--- src/design/tmva_pkg.sv ---
`default_nettype none
package tmva_pkg;

   localparam int ROWS = 32;
   localparam int COLUMNS = 32;
   localparam int LANES = 4;
   localparam int GROUPS = COLUMNS / LANES;
   localparam int ACT_WIDTH = 8;
   localparam int ACC_WIDTH = 32;
   localparam int SUM_WIDTH = 11;
   localparam int TERM_WIDTH = 10;
   localparam logic [1:0] CODE_MASK = 2'h3;

   typedef enum logic [1:0] {
      CMD_LOAD_ACT = 2'd0,
      CMD_WEIGHT   = 2'd1,
      CMD_CLEAR    = 2'd2,
      CMD_READ     = 2'd3
   } command_type;

   typedef enum logic [1:0] {
      CODE_MINUS_ONE = 2'd0,
      CODE_ZERO      = 2'd1,
      CODE_PLUS_ONE  = 2'd2,
      CODE_PLUS_TWO  = 2'd3
   } weight_code_type;

   // One weight-times-activation term; the weight is the code minus one.
   function automatic logic signed [TERM_WIDTH-1:0] tmva_term(
      input logic [1:0]                  code,
      input logic signed [ACT_WIDTH-1:0] act
   );
      logic signed [TERM_WIDTH-1:0] wide;
      logic signed [TERM_WIDTH-1:0] result;
      wide = TERM_WIDTH'(act);
      unique case (weight_code_type'(code & CODE_MASK))
         CODE_MINUS_ONE: result = -wide;
         CODE_ZERO:      result = '0;
         CODE_PLUS_ONE:  result = wide;
         CODE_PLUS_TWO:  result = wide <<< 1;
         default:        result = '0;
      endcase
      return result;
   endfunction

endpackage
`default_nettype wire

--- src/design/tmva_ram.sv ---
`default_nettype none
module tmva_ram #(
   parameter int WIDTH = 32,
   parameter int DEPTH = 32
) (
   input  wire logic                     clock,
   input  wire logic                     wr_en,
   input  wire logic [$clog2(DEPTH)-1:0] wr_addr,
   input  wire logic [WIDTH-1:0]         wr_data,
   input  wire logic                     rd_en,
   input  wire logic [$clog2(DEPTH)-1:0] rd_addr,
   output logic      [WIDTH-1:0]         rd_data
);

   logic [WIDTH-1:0] mem_ff [DEPTH];
   logic [WIDTH-1:0] rd_data_ff;

   always_ff @(posedge clock) begin
      if (wr_en) begin
         mem_ff[wr_addr] <= wr_data;
      end
      if (rd_en) begin
         rd_data_ff <= mem_ff[rd_addr];
      end
   end

   assign rd_data = rd_data_ff;

endmodule
`default_nettype wire

--- src/design/tmva_dot4.sv ---
`default_nettype none
module tmva_dot4
   import tmva_pkg::*;
(
   input  wire logic [LANES*ACT_WIDTH-1:0] act_word,
   input  wire logic [LANES-1:0]           lane_enable,
   input  wire logic [2*LANES-1:0]         weight_byte,
   output logic signed [SUM_WIDTH-1:0]     dot_sum
);

   always_comb begin
      logic signed [SUM_WIDTH-1:0] acc;
      acc = '0;
      for (int i = 0; i < LANES; i++) begin
         if (lane_enable[i]) begin
            acc = acc + SUM_WIDTH'(tmva_term(weight_byte[2*i +: 2],
                                             act_word[ACT_WIDTH*i +: ACT_WIDTH]));
         end
      end
      dot_sum = acc;
   end

endmodule
`default_nettype wire

--- src/design/ternary_matvec_accumulate_top.sv ---
`default_nettype none
// Channel    | Ports                                   | Handshake
// -----------+-----------------------------------------+--------------------------
// request    | req_command, req_row_number,            | start high, busy low
//            | req_group_number, req_act_0..3,         |
//            | req_weight_byte                         |
// response   | rsp_read_row, rsp_row_total             | rsp_strobe, one cycle
//
// One transaction is taken every cycle; busy stays low and the receiver cannot stall.
// A read's response goes through the accumulator memory's read register, loaded at
// acceptance, and then through the response register.
// Each weight byte updates its accumulator through a read, add and write back;
// a one-entry forwarding register covers back-to-back updates of the same row.
// Reset and clear zero all accumulators at once through per-row valid bits.
module ternary_matvec_accumulate_top
   import tmva_pkg::*;
(
   input  wire logic        clock,
   input  wire logic        reset,
   input  wire logic        start,
   output logic             busy,
   input  wire logic [1:0]  req_command,
   input  wire logic [4:0]  req_row_number,
   input  wire logic [2:0]  req_group_number,
   input  wire logic [7:0]  req_act_0,
   input  wire logic [7:0]  req_act_1,
   input  wire logic [7:0]  req_act_2,
   input  wire logic [7:0]  req_act_3,
   input  wire logic [7:0]  req_weight_byte,
   output logic             rsp_strobe,
   output logic [4:0]       rsp_read_row,
   output logic [31:0]      rsp_row_total
);

   localparam int ROW_ADDR_BITS = $clog2(ROWS);
   localparam int GROUP_ADDR_BITS = $clog2(GROUPS);

   logic        accept;
   command_type req_cmd;

   // Stage one: the memories' read data is valid here.
   logic        s1_valid_ff, s1_valid_in;
   command_type s1_cmd_ff;
   logic [4:0]  s1_row_ff;
   logic [2:0]  s1_group_ff;
   logic [7:0]  s1_weight_ff;

   logic                 fwd_valid_ff, fwd_valid_in;
   logic [4:0]           fwd_row_ff;
   logic [ACC_WIDTH-1:0] fwd_data_ff;

   logic [ROWS-1:0] acc_valid_ff, acc_valid_in;

   logic                 rsp_strobe_ff, rsp_strobe_in;
   logic [4:0]           rsp_row_ff;
   logic [ACC_WIDTH-1:0] rsp_total_ff, rsp_total_in;

   logic [LANES*ACT_WIDTH-1:0] act_rd_data;
   logic [ACC_WIDTH-1:0]       acc_rd_data;
   logic                       act_wr_en;
   logic                       acc_wr_en;
   logic [ACC_WIDTH-1:0]       acc_old;
   logic [ACC_WIDTH-1:0]       acc_new;
   logic signed [SUM_WIDTH-1:0] dot_sum;
   logic [LANES-1:0]           lane_enable;
   logic                       s1_row_ok;

   assign busy    = 1'b0;
   assign accept  = start && !busy;
   assign req_cmd = command_type'(req_command);

   assign act_wr_en = accept && (req_cmd == CMD_LOAD_ACT)
                      && (32'(req_group_number) < GROUPS);

   tmva_ram #(
      .WIDTH(LANES * ACT_WIDTH),
      .DEPTH(GROUPS)
   ) u_act_ram (
      .clock   (clock),
      .wr_en   (act_wr_en),
      .wr_addr (req_group_number[GROUP_ADDR_BITS-1:0]),
      .wr_data ({req_act_3, req_act_2, req_act_1, req_act_0}),
      .rd_en   (accept),
      .rd_addr (req_group_number[GROUP_ADDR_BITS-1:0]),
      .rd_data (act_rd_data)
   );

   tmva_ram #(
      .WIDTH(ACC_WIDTH),
      .DEPTH(ROWS)
   ) u_acc_ram (
      .clock   (clock),
      .wr_en   (acc_wr_en),
      .wr_addr (s1_row_ff[ROW_ADDR_BITS-1:0]),
      .wr_data (acc_new),
      .rd_en   (accept),
      .rd_addr (req_row_number[ROW_ADDR_BITS-1:0]),
      .rd_data (acc_rd_data)
   );

   always_comb begin
      for (int i = 0; i < LANES; i++) begin
         lane_enable[i] = (32'(s1_group_ff) * LANES + i) < COLUMNS;
      end
   end

   tmva_dot4 u_dot4 (
      .act_word    (act_rd_data),
      .lane_enable (lane_enable),
      .weight_byte (s1_weight_ff),
      .dot_sum     (dot_sum)
   );

   always_comb begin
      s1_row_ok = 32'(s1_row_ff) < ROWS;

      // The write of the previous transaction lands at the same edge as this
      // transaction's read, so the memory still returns the older value.
      priority if (fwd_valid_ff && (fwd_row_ff == s1_row_ff)) begin
         acc_old = fwd_data_ff;
      end else if (acc_valid_ff[s1_row_ff[ROW_ADDR_BITS-1:0]]) begin
         acc_old = acc_rd_data;
      end else begin
         acc_old = '0;
      end

      acc_new   = acc_old + ACC_WIDTH'(dot_sum);
      acc_wr_en = s1_valid_ff && (s1_cmd_ff == CMD_WEIGHT) && s1_row_ok;

      fwd_valid_in = acc_wr_en;

      acc_valid_in = acc_valid_ff;
      if (acc_wr_en) begin
         acc_valid_in[s1_row_ff[ROW_ADDR_BITS-1:0]] = 1'b1;
      end
      // A clear accepted now follows the update finishing now, so it wins.
      if (accept && (req_cmd == CMD_CLEAR)) begin
         acc_valid_in = '0;
         fwd_valid_in = 1'b0;
      end

      s1_valid_in   = accept;
      rsp_strobe_in = s1_valid_ff && (s1_cmd_ff == CMD_READ);
      rsp_total_in  = s1_row_ok ? acc_old : '0;
   end

   always_ff @(posedge clock) begin
      if (reset) begin
         s1_valid_ff   <= 1'b0;
         fwd_valid_ff  <= 1'b0;
         acc_valid_ff  <= '0;
         rsp_strobe_ff <= 1'b0;
      end else begin
         s1_valid_ff   <= s1_valid_in;
         fwd_valid_ff  <= fwd_valid_in;
         acc_valid_ff  <= acc_valid_in;
         rsp_strobe_ff <= rsp_strobe_in;
      end
   end

   always_ff @(posedge clock) begin
      if (accept) begin
         s1_cmd_ff    <= req_cmd;
         s1_row_ff    <= req_row_number;
         s1_group_ff  <= req_group_number;
         s1_weight_ff <= req_weight_byte;
      end
      if (acc_wr_en) begin
         fwd_row_ff  <= s1_row_ff;
         fwd_data_ff <= acc_new;
      end
      if (rsp_strobe_in) begin
         rsp_row_ff   <= s1_row_ff;
         rsp_total_ff <= rsp_total_in;
      end
   end

   assign rsp_strobe    = rsp_strobe_ff;
   assign rsp_read_row  = rsp_row_ff;
   assign rsp_row_total = rsp_total_ff;

endmodule
`default_nettype wire

--- config.mk ---
export PLATFORM = sky130hd
export DESIGN_NAME = ternary_matvec_accumulate_top
export DESIGN_NICKNAME = d
export VERILOG_FILES = /design/src/design/tmva_pkg.sv /design/src/design/tmva_ram.sv /design/src/design/tmva_dot4.sv /design/src/design/ternary_matvec_accumulate_top.sv
export SDC_FILE = /design/constraint.sdc
export NUM_CORES = 1
export LEC_CHECK = 0
export BUFFER_PORTS_ARGS = -buffer_cell sky130_fd_sc_hd__buf_2
export CAP_MARGIN = 10
export CORE_MARGIN = 4
export CORE_UTILIZATION = 65
export DETAILED_ROUTE_END_ITERATION = 16
export PLACE_DENSITY_LB_ADDON = 0.25
export SLEW_MARGIN = 20
export SYNTH_ARGS = -nofsm -noshare
export SYNTH_HDL_FRONTEND = slang
export SYNTH_SLANG_ARGS = --single-unit
export TNS_END_PERCENT = 10
--- constraint.sdc ---
create_clock -name clock -period 20.5 [get_ports clock]
set_input_delay 1.025 -clock clock [delete_from_list [all_inputs] [get_ports clock]]
set_output_delay 1.025 -clock clock [all_outputs]
set_load 0.05 [all_outputs]
# == Yosys cells after proc, flatten, opt, wreduce, memory -nomap -nowiden ==
# Memory sizes are Yosys's and may differ from the RTL's. A register that Yosys moved wholly into a read port is not among the register bits.
# Index checks and enable logic that the tools add are counted.
# classes
n_bitwise,1
n_eq_ne,16
order_cmp,6
n_mux,21
addsub,11
n_reduce_logical,12
# ops
cell,n
10-bit case mux with 4 select lines,4
32-bit two-way mux,2
11-bit two-way mux,4
8-bit negation with 10-bit output,4
11-bit by 10-bit adder with 11-bit output,3
32-bit adder,1
32-bit OR,1
10-bit two-way mux,3
"2-bit equality test, second input constant",10
"6-bit < comparator, second input constant",3
"5-bit by 2-bit adder with 6-bit output, second input constant",2
"5-bit by 6-bit < comparator with 1-bit output, second input constant",2
"2-bit by 1-bit equality test with 1-bit output, second input constant",5
2-bit zero test,5
"5-bit by 1-bit adder with 6-bit output, second input constant",1
1-bit logical AND,6
1-bit two-way mux,6
1-bit binary-select mux with 5-bit select,1
1-bit demux with 5-bit select,1
5-bit equality test,1
"5-bit by 1-bit greater-or-equal comparator with 1-bit output, second input constant",1
2-bit OR reduction,1
# word_totals
out_inout_bits,39
regBits,127
ramBits,1280
n_memories,2
word_cells,81
# memory_table
memory,depth,word_bits,read_ports,rd_ports_with_merged_regs,wr,line_no,text
u_acc_ram.mem_ff,32,32,1,1,1,tmva_ram.sv:15,logic [WIDTH-1:0] mem_ff [DEPTH];
u_act_ram.mem_ff,8,32,1,1,1,tmva_ram.sv:15,

# == Depth between registers and ports, before layout ==
# depth
word_depth,10
ltp_mapped,31
depth_no_buf,31

# == By module ==
# From an unflattened synthesis, not the netlist that was laid out.
# hier_totals
cells_unflattened,3730
hier_area_um2,61022.3
# by_module_without_submodules
mod,cells_per_inst,area_per_inst_um2,instances
tmva_ram at u_acc_ram,2260,40805.4,1
tmva_ram at u_act_ram,415,10786.6,1
ternary_matvec_accumulate_top,607,6422.4,1
tmva_dot4,448,3007.9,1

# == Least setup slack after synthesis ==
# Ideal clock, no wire load.
# synth_path
kind,register to register
from,"register u_act_ram.rd_data_ff[1] (netlist: u_act_ram.rd_data[1]), read port of u_act_ram.mem_ff"
to,"register fwd_data_ff[30], data pin"
n_path_buf,1
path_slack_ps,11850
arrival_time_ps,8169
t_required_ps,20019
path_stages_with_launch,32
path_cell_list,edfxtp_1 > inv_1 > ha_1 > mux2i_1 > o21ai_0 > ha_1 > a21o_1 > a21oi_1 > o21bai_1 > a21oi_1 > o21bai_1 > a21oi_1 > o211ai_1 > ha_1 > inv_1 > and3_1 > a2111oi_0 > o211ai_1 > ha_1 > a21o_1 > a41oi_1 > xnor2_1 > xnor3_1 > ha_1 > clkbuf_1 > a21o_1 > a31o_1 > a31oi_1 > o211ai_1 > o221a_2 > o31a_1 > o311ai_1
# synth_via
elab_chain_cells,10
# synth_lines
item,line_no,text
from (decl),tmva_ram.sv:16,logic [WIDTH-1:0] rd_data_ff;
8-bit negation with 10-bit output,tmva_pkg.sv:37,CODE_MINUS_ONE: result = -wide;
10-bit case mux with 4 select lines (*),tmva_pkg.sv:36,unique case (weight_code_type'(code & CODE_MASK))
11-bit two-way mux (*),tmva_dot4.sv:15,if (lane_enable[i]) begin
11-bit by 10-bit adder with 11-bit output,tmva_dot4.sv:16,"acc = acc + SUM_WIDTH'(tmva_term(weight_byte[2*i +: 2],"
11-bit two-way mux (*),tmva_dot4.sv:15,
11-bit by 10-bit adder with 11-bit output,tmva_dot4.sv:16,
11-bit two-way mux (*),tmva_dot4.sv:15,
11-bit by 10-bit adder with 11-bit output,tmva_dot4.sv:16,
11-bit two-way mux (*),tmva_dot4.sv:15,
32-bit adder (*),ternary_matvec_accumulate_top.sv:127,acc_new = acc_old + ACC_WIDTH'(dot_sum);
via acc_new[30],ternary_matvec_accumulate_top.sv:63,logic [ACC_WIDTH-1:0] acc_new;
to (signal assigned),ternary_matvec_accumulate_top.sv:170,fwd_data_ff <= acc_new;
to (decl),ternary_matvec_accumulate_top.sv:50,logic [ACC_WIDTH-1:0] fwd_data_ff;
# Mark *: on every way through the listed nets, which the timed path passes. The rest lies on a longest branch.
# A chain may end at the register's enable or synchronous reset.

# == Worst setup path after layout ==
# layout_path
from,"register u_act_ram.rd_data_ff[0] (netlist: u_act_ram.rd_data[0]), read port of u_act_ram.mem_ff"
to,"memory u_acc_ram.mem_ff[14][29], data pin"
# layout_via
elab_chain_cells,10
# layout_lines
item,line_no
8-bit negation with 10-bit output,tmva_pkg.sv:37
10-bit case mux with 4 select lines (*),tmva_pkg.sv:36
11-bit two-way mux (*),tmva_dot4.sv:15
11-bit by 10-bit adder with 11-bit output,tmva_dot4.sv:16
11-bit two-way mux (*),tmva_dot4.sv:15
11-bit by 10-bit adder with 11-bit output,tmva_dot4.sv:16
11-bit two-way mux (*),tmva_dot4.sv:15
11-bit by 10-bit adder with 11-bit output,tmva_dot4.sv:16
11-bit two-way mux (*),tmva_dot4.sv:15
32-bit adder (*),ternary_matvec_accumulate_top.sv:127
via acc_new[29],ternary_matvec_accumulate_top.sv:63
to (decl),tmva_ram.sv:15
# Marked as above.

==> results_dict.tcl <==
set metrics [dict create \
    result_of_the_run "finished clean" \
    drt_first_pass_iters 6 \
    vias 31200 \
    cts_setup_buffers 0 \
    root_buffer "clkbuf_16" \
    timing.critical_path.slowest_stage_cell "o311a_1" \
    maximum_number_of_pins_on_one_net_before_global_route_repair 108 \
    synthDistinctLibCells 78 \
    clk_pin_slew_worst_paths_ns 0.06 \
    pleak_nw 21.1 \
    antenna_violating_nets_post_route 0 \
    final_core_util 0.741 \
    cts_hold_repair.buffers 0 \
    avgSynthCellArea_um2 19.9 \
    report.final.setup_viol 0 \
    numPortBuffers 90 \
    gp_congestion 0.899 \
    core-area_mm2 0.0886 \
    initial_utilization 0.658 \
    design.die.area_mm2 0.0946 \
    final.setup.tns_ns 0 \
    worst-endpoint-arrival_ns 9.03 \
    clock_tree_from_tritoncts "yes" \
    holdWs_ns 0.446 \
    worst_pin_slew_ns 1.11 \
    globalRoute.totalOverflow 0 \
    number_of_remaining_drc_errors 0 \
    grt_first_pass_wirelength_um 211000 \
    die_h_um 308 \
    source_of_the_worst_register_to_register_timing_path "u_act_ram.rd_data[0]" \
    antenna_found_initial 7 \
    die_w_um 308 \
    mostFrequentLayoutCell "edfxtp_1" \
    critical_path_peak_fanout 33 \
    fin_worst_skew_ns 0.0240 \
    fin_crit_sh 0.421 \
    cts.htree.levels 4 \
    syn-instance-count 2937 \
    area_occupied_by_multi_input_gates_mm2 0.0145 \
    crit_path_start_kind "flip-flop" \
    synth_fp_nets 3059 \
    rsz0062_at_grt "no" \
    fill_cells 4756 \
    cell_type_contributing_the_most_total_cell_area_after_synthesis "edfxtp_1" \
    critical_path.max_stage_delay_ns 0.85 \
    post_cts_resize_count 0 \
    finalWirelength_um 145000 \
    cts_inserted_buffers 144 \
    via_count_of_the_first_global_routing_pass 31400 \
    power_per_cell_area_mw_per_mm2 176 \
    critPathRequiredTime_ns 20.90 \
    cts.sinks 1468 \
    power.ir.vdd_worst_uv 267 \
    yosys-top-cells-area "edfxtp_1, mux4_2, a22oi_1, ha_1, dfxtp_1" \
    synth-seq-area-share 0.750 \
    routedWlPerCell_um 33.1 \
    drt_initial_violations 5164 \
    setup.worst_path.end_class "flip-flop" \
    layout-area-overhead-vs-synth_pct 12.6 \
    insertion_delay_ns 0.76 \
    clock_tree.buffer_depth 3 \
    dp_hpwl_um 77400 \
    max_clock_freq_mhz 116 \
    hp-start "req_weight_byte[1]" \
    number_of_warnings_issued_by_yosys 0 \
    min-delay-path-class "in2reg" \
    highest_count_cells_in_the_layout_ignoring_fill_and_taps "edfxtp_1, mux4_2, clkbuf_16" \
    mapped_area_mm2 0.0583 \
    final-max-slew-violation-count 0 \
    max-slew-margin-rel 0.257 \
    timing.final.hold_violations 0 \
    postSynthRegisterBits 1468 \
    final_nets 3232 \
    synth.top_cell.area_share 0.738 \
    async_reset_ff_frac 0 \
    viasPerCell 7.10 \
    final_period_minus_worst_setup_slack_ns 8.63 \
    postSynth.topFlopCell "edfxtp_1" \
    regArea_mm2 0.0437 \
    placement_rows 109 \
    crit_start "u_act_ram.rd_data[0]" \
    max_cap_violations 0 \
    all_layer_gr_usage 0.313 \
    crit_type "reg2reg" \
    floorplan.io_pins 92 \
    number_of_flops_mapped_to_enable_cells_by_yosys 1433 \
    fin_total_pwr_w 0.0116 \
    final_layout_size_suffix_gt1_frac 0.255 \
    worst_path_most_repeated_cell "ha_1" \
]
==> flip-flops by register name, summed over array words and instances (netlist names) <==
| register | cells |
|---|---|
| u_acc_ram.mem_ff | 1024 |
| u_act_ram.mem_ff | 256 |
| acc_valid_ff | 32 |
| fwd_data_ff | 32 |
| rsp_row_total | 32 |
| u_acc_ram.rd_data | 32 |
| u_act_ram.rd_data | 32 |
| s1_weight_ff | 8 |
| fwd_row_ff | 5 |
| rsp_read_row | 5 |
| s1_row_ff | 5 |
| s1_cmd_ff | 2 |
| fwd_valid_ff | 1 |
| rsp_strobe | 1 |
| s1_valid_ff | 1 |
==> where the power goes <==
group          total [W]  switching, W  internal (W)
Sequential       0.00544     0.0000274       0.00541
Clock            0.00262       0.00111       0.00151
Combinational    0.00351       0.00261      0.000904
Total             0.0116       0.00374       0.00783
==> metal layers <==
| layer | wire length, um | share of wire | vias up | GRT usage |
|---|---|---|---|---|
| li1 | - | - | 12500 | - |
| met1 | 52600 | 0.36 | 16000 | 0.457 |
| met2 | 70500 | 0.49 | 2287 | 0.491 |
| met3 | 17400 | 0.12 | 366 | 0.0609 |
| met4 | 4760 | 0.033 | 2 | 0.101 |
| met5 | 13 | 0.000090 | - | 0 |
==> kinds of logic after synthesis <==
family	count (synthesis)	share of synthesized area
simple gates	377	0.0314
flops	1468	0.750
xor+xnor	68	0.0106
buf+inv	181	0.0123
fa+ha+maj	69	0.0153
mux	366	0.133
other cells	1	0.0000643
compound gates	407	0.0476
==> Yosys cell counts (4+ instances only) <==
library cell	count
mux2_2	33
buf_2	26
xnor2_1	49
or3_1	13
o311ai_1	5
nand4_1	32
nor4_1	6
a22oi_1	129
a22o_1	4
a31oi_1	4
mux2i_1	9
nor2_1	95
inv_2	5
nor2b_1	14
nand3b_1	5
buf_1	11
a21oi_1	50
and3_1	10
o211a_1	4
o211ai_1	10
o21ai_1	70
clkbuf_1	104
inv_1	33
ha_1	65
dfxtp_1	35
xor2_1	17
o21a_1	38
a211o_1	5
edfxtp_1	1433
o21ai_0	23
a211oi_1	4
o22ai_1	4
nand3_1	18
nand2_1	113
mux4_2	324
o21bai_1	12
nand2b_1	11
and2_1	5
nor3_1	35
a21o_1	14
fa_1	4
==> worst paths after layout <==
check	endpoint	slack, ns	cells after the start
worst max-delay path	u_acc_ram.mem_ff[14][29]	11.87	31
worst min-delay path	s1_weight_ff[1]	0.45	1
worst max register to register	u_acc_ram.mem_ff[14][29]	11.87	31
worst min register to register	acc_valid_ff[15]	0.47	1
==> final cells by class <==
cell class	count	share of cell area
antenna	5	0.000191
clock buffer	183	0.0579
clock inverter	77	0.0128
inverter	38	0.00221
multi-input combinational	1288	0.221
sequential	1468	0.666
tap	1165	0.0222
timing repair buffer	170	0.0170
==> critical path, delay by kind of cell, from the launching register on <==
family	cells	cell delay, ns
AND/OR/NAND/NOR	3	0.56
AO/OA/AOI/OAI	17	4.48
multiplexers	1	0.06
flip-flops	1	0.40
buffers and inverters	3	0.42
adder cells (fa/ha/maj)	5	1.79
XOR/XNOR	2	0.56
==> metrics by stage <==
stage	setup WS [ns]	instances	cell area, um2
after floorplan	11.85	2937	58300
after global placement	12.08	4127	60800
after detailed placement	11.83	4127	60800
after CTS	11.74	4387	65500
after global routing	11.24	4392	65600
final	11.87	4394	65700
Note: power is estimated with default switching activity, not from simulation.
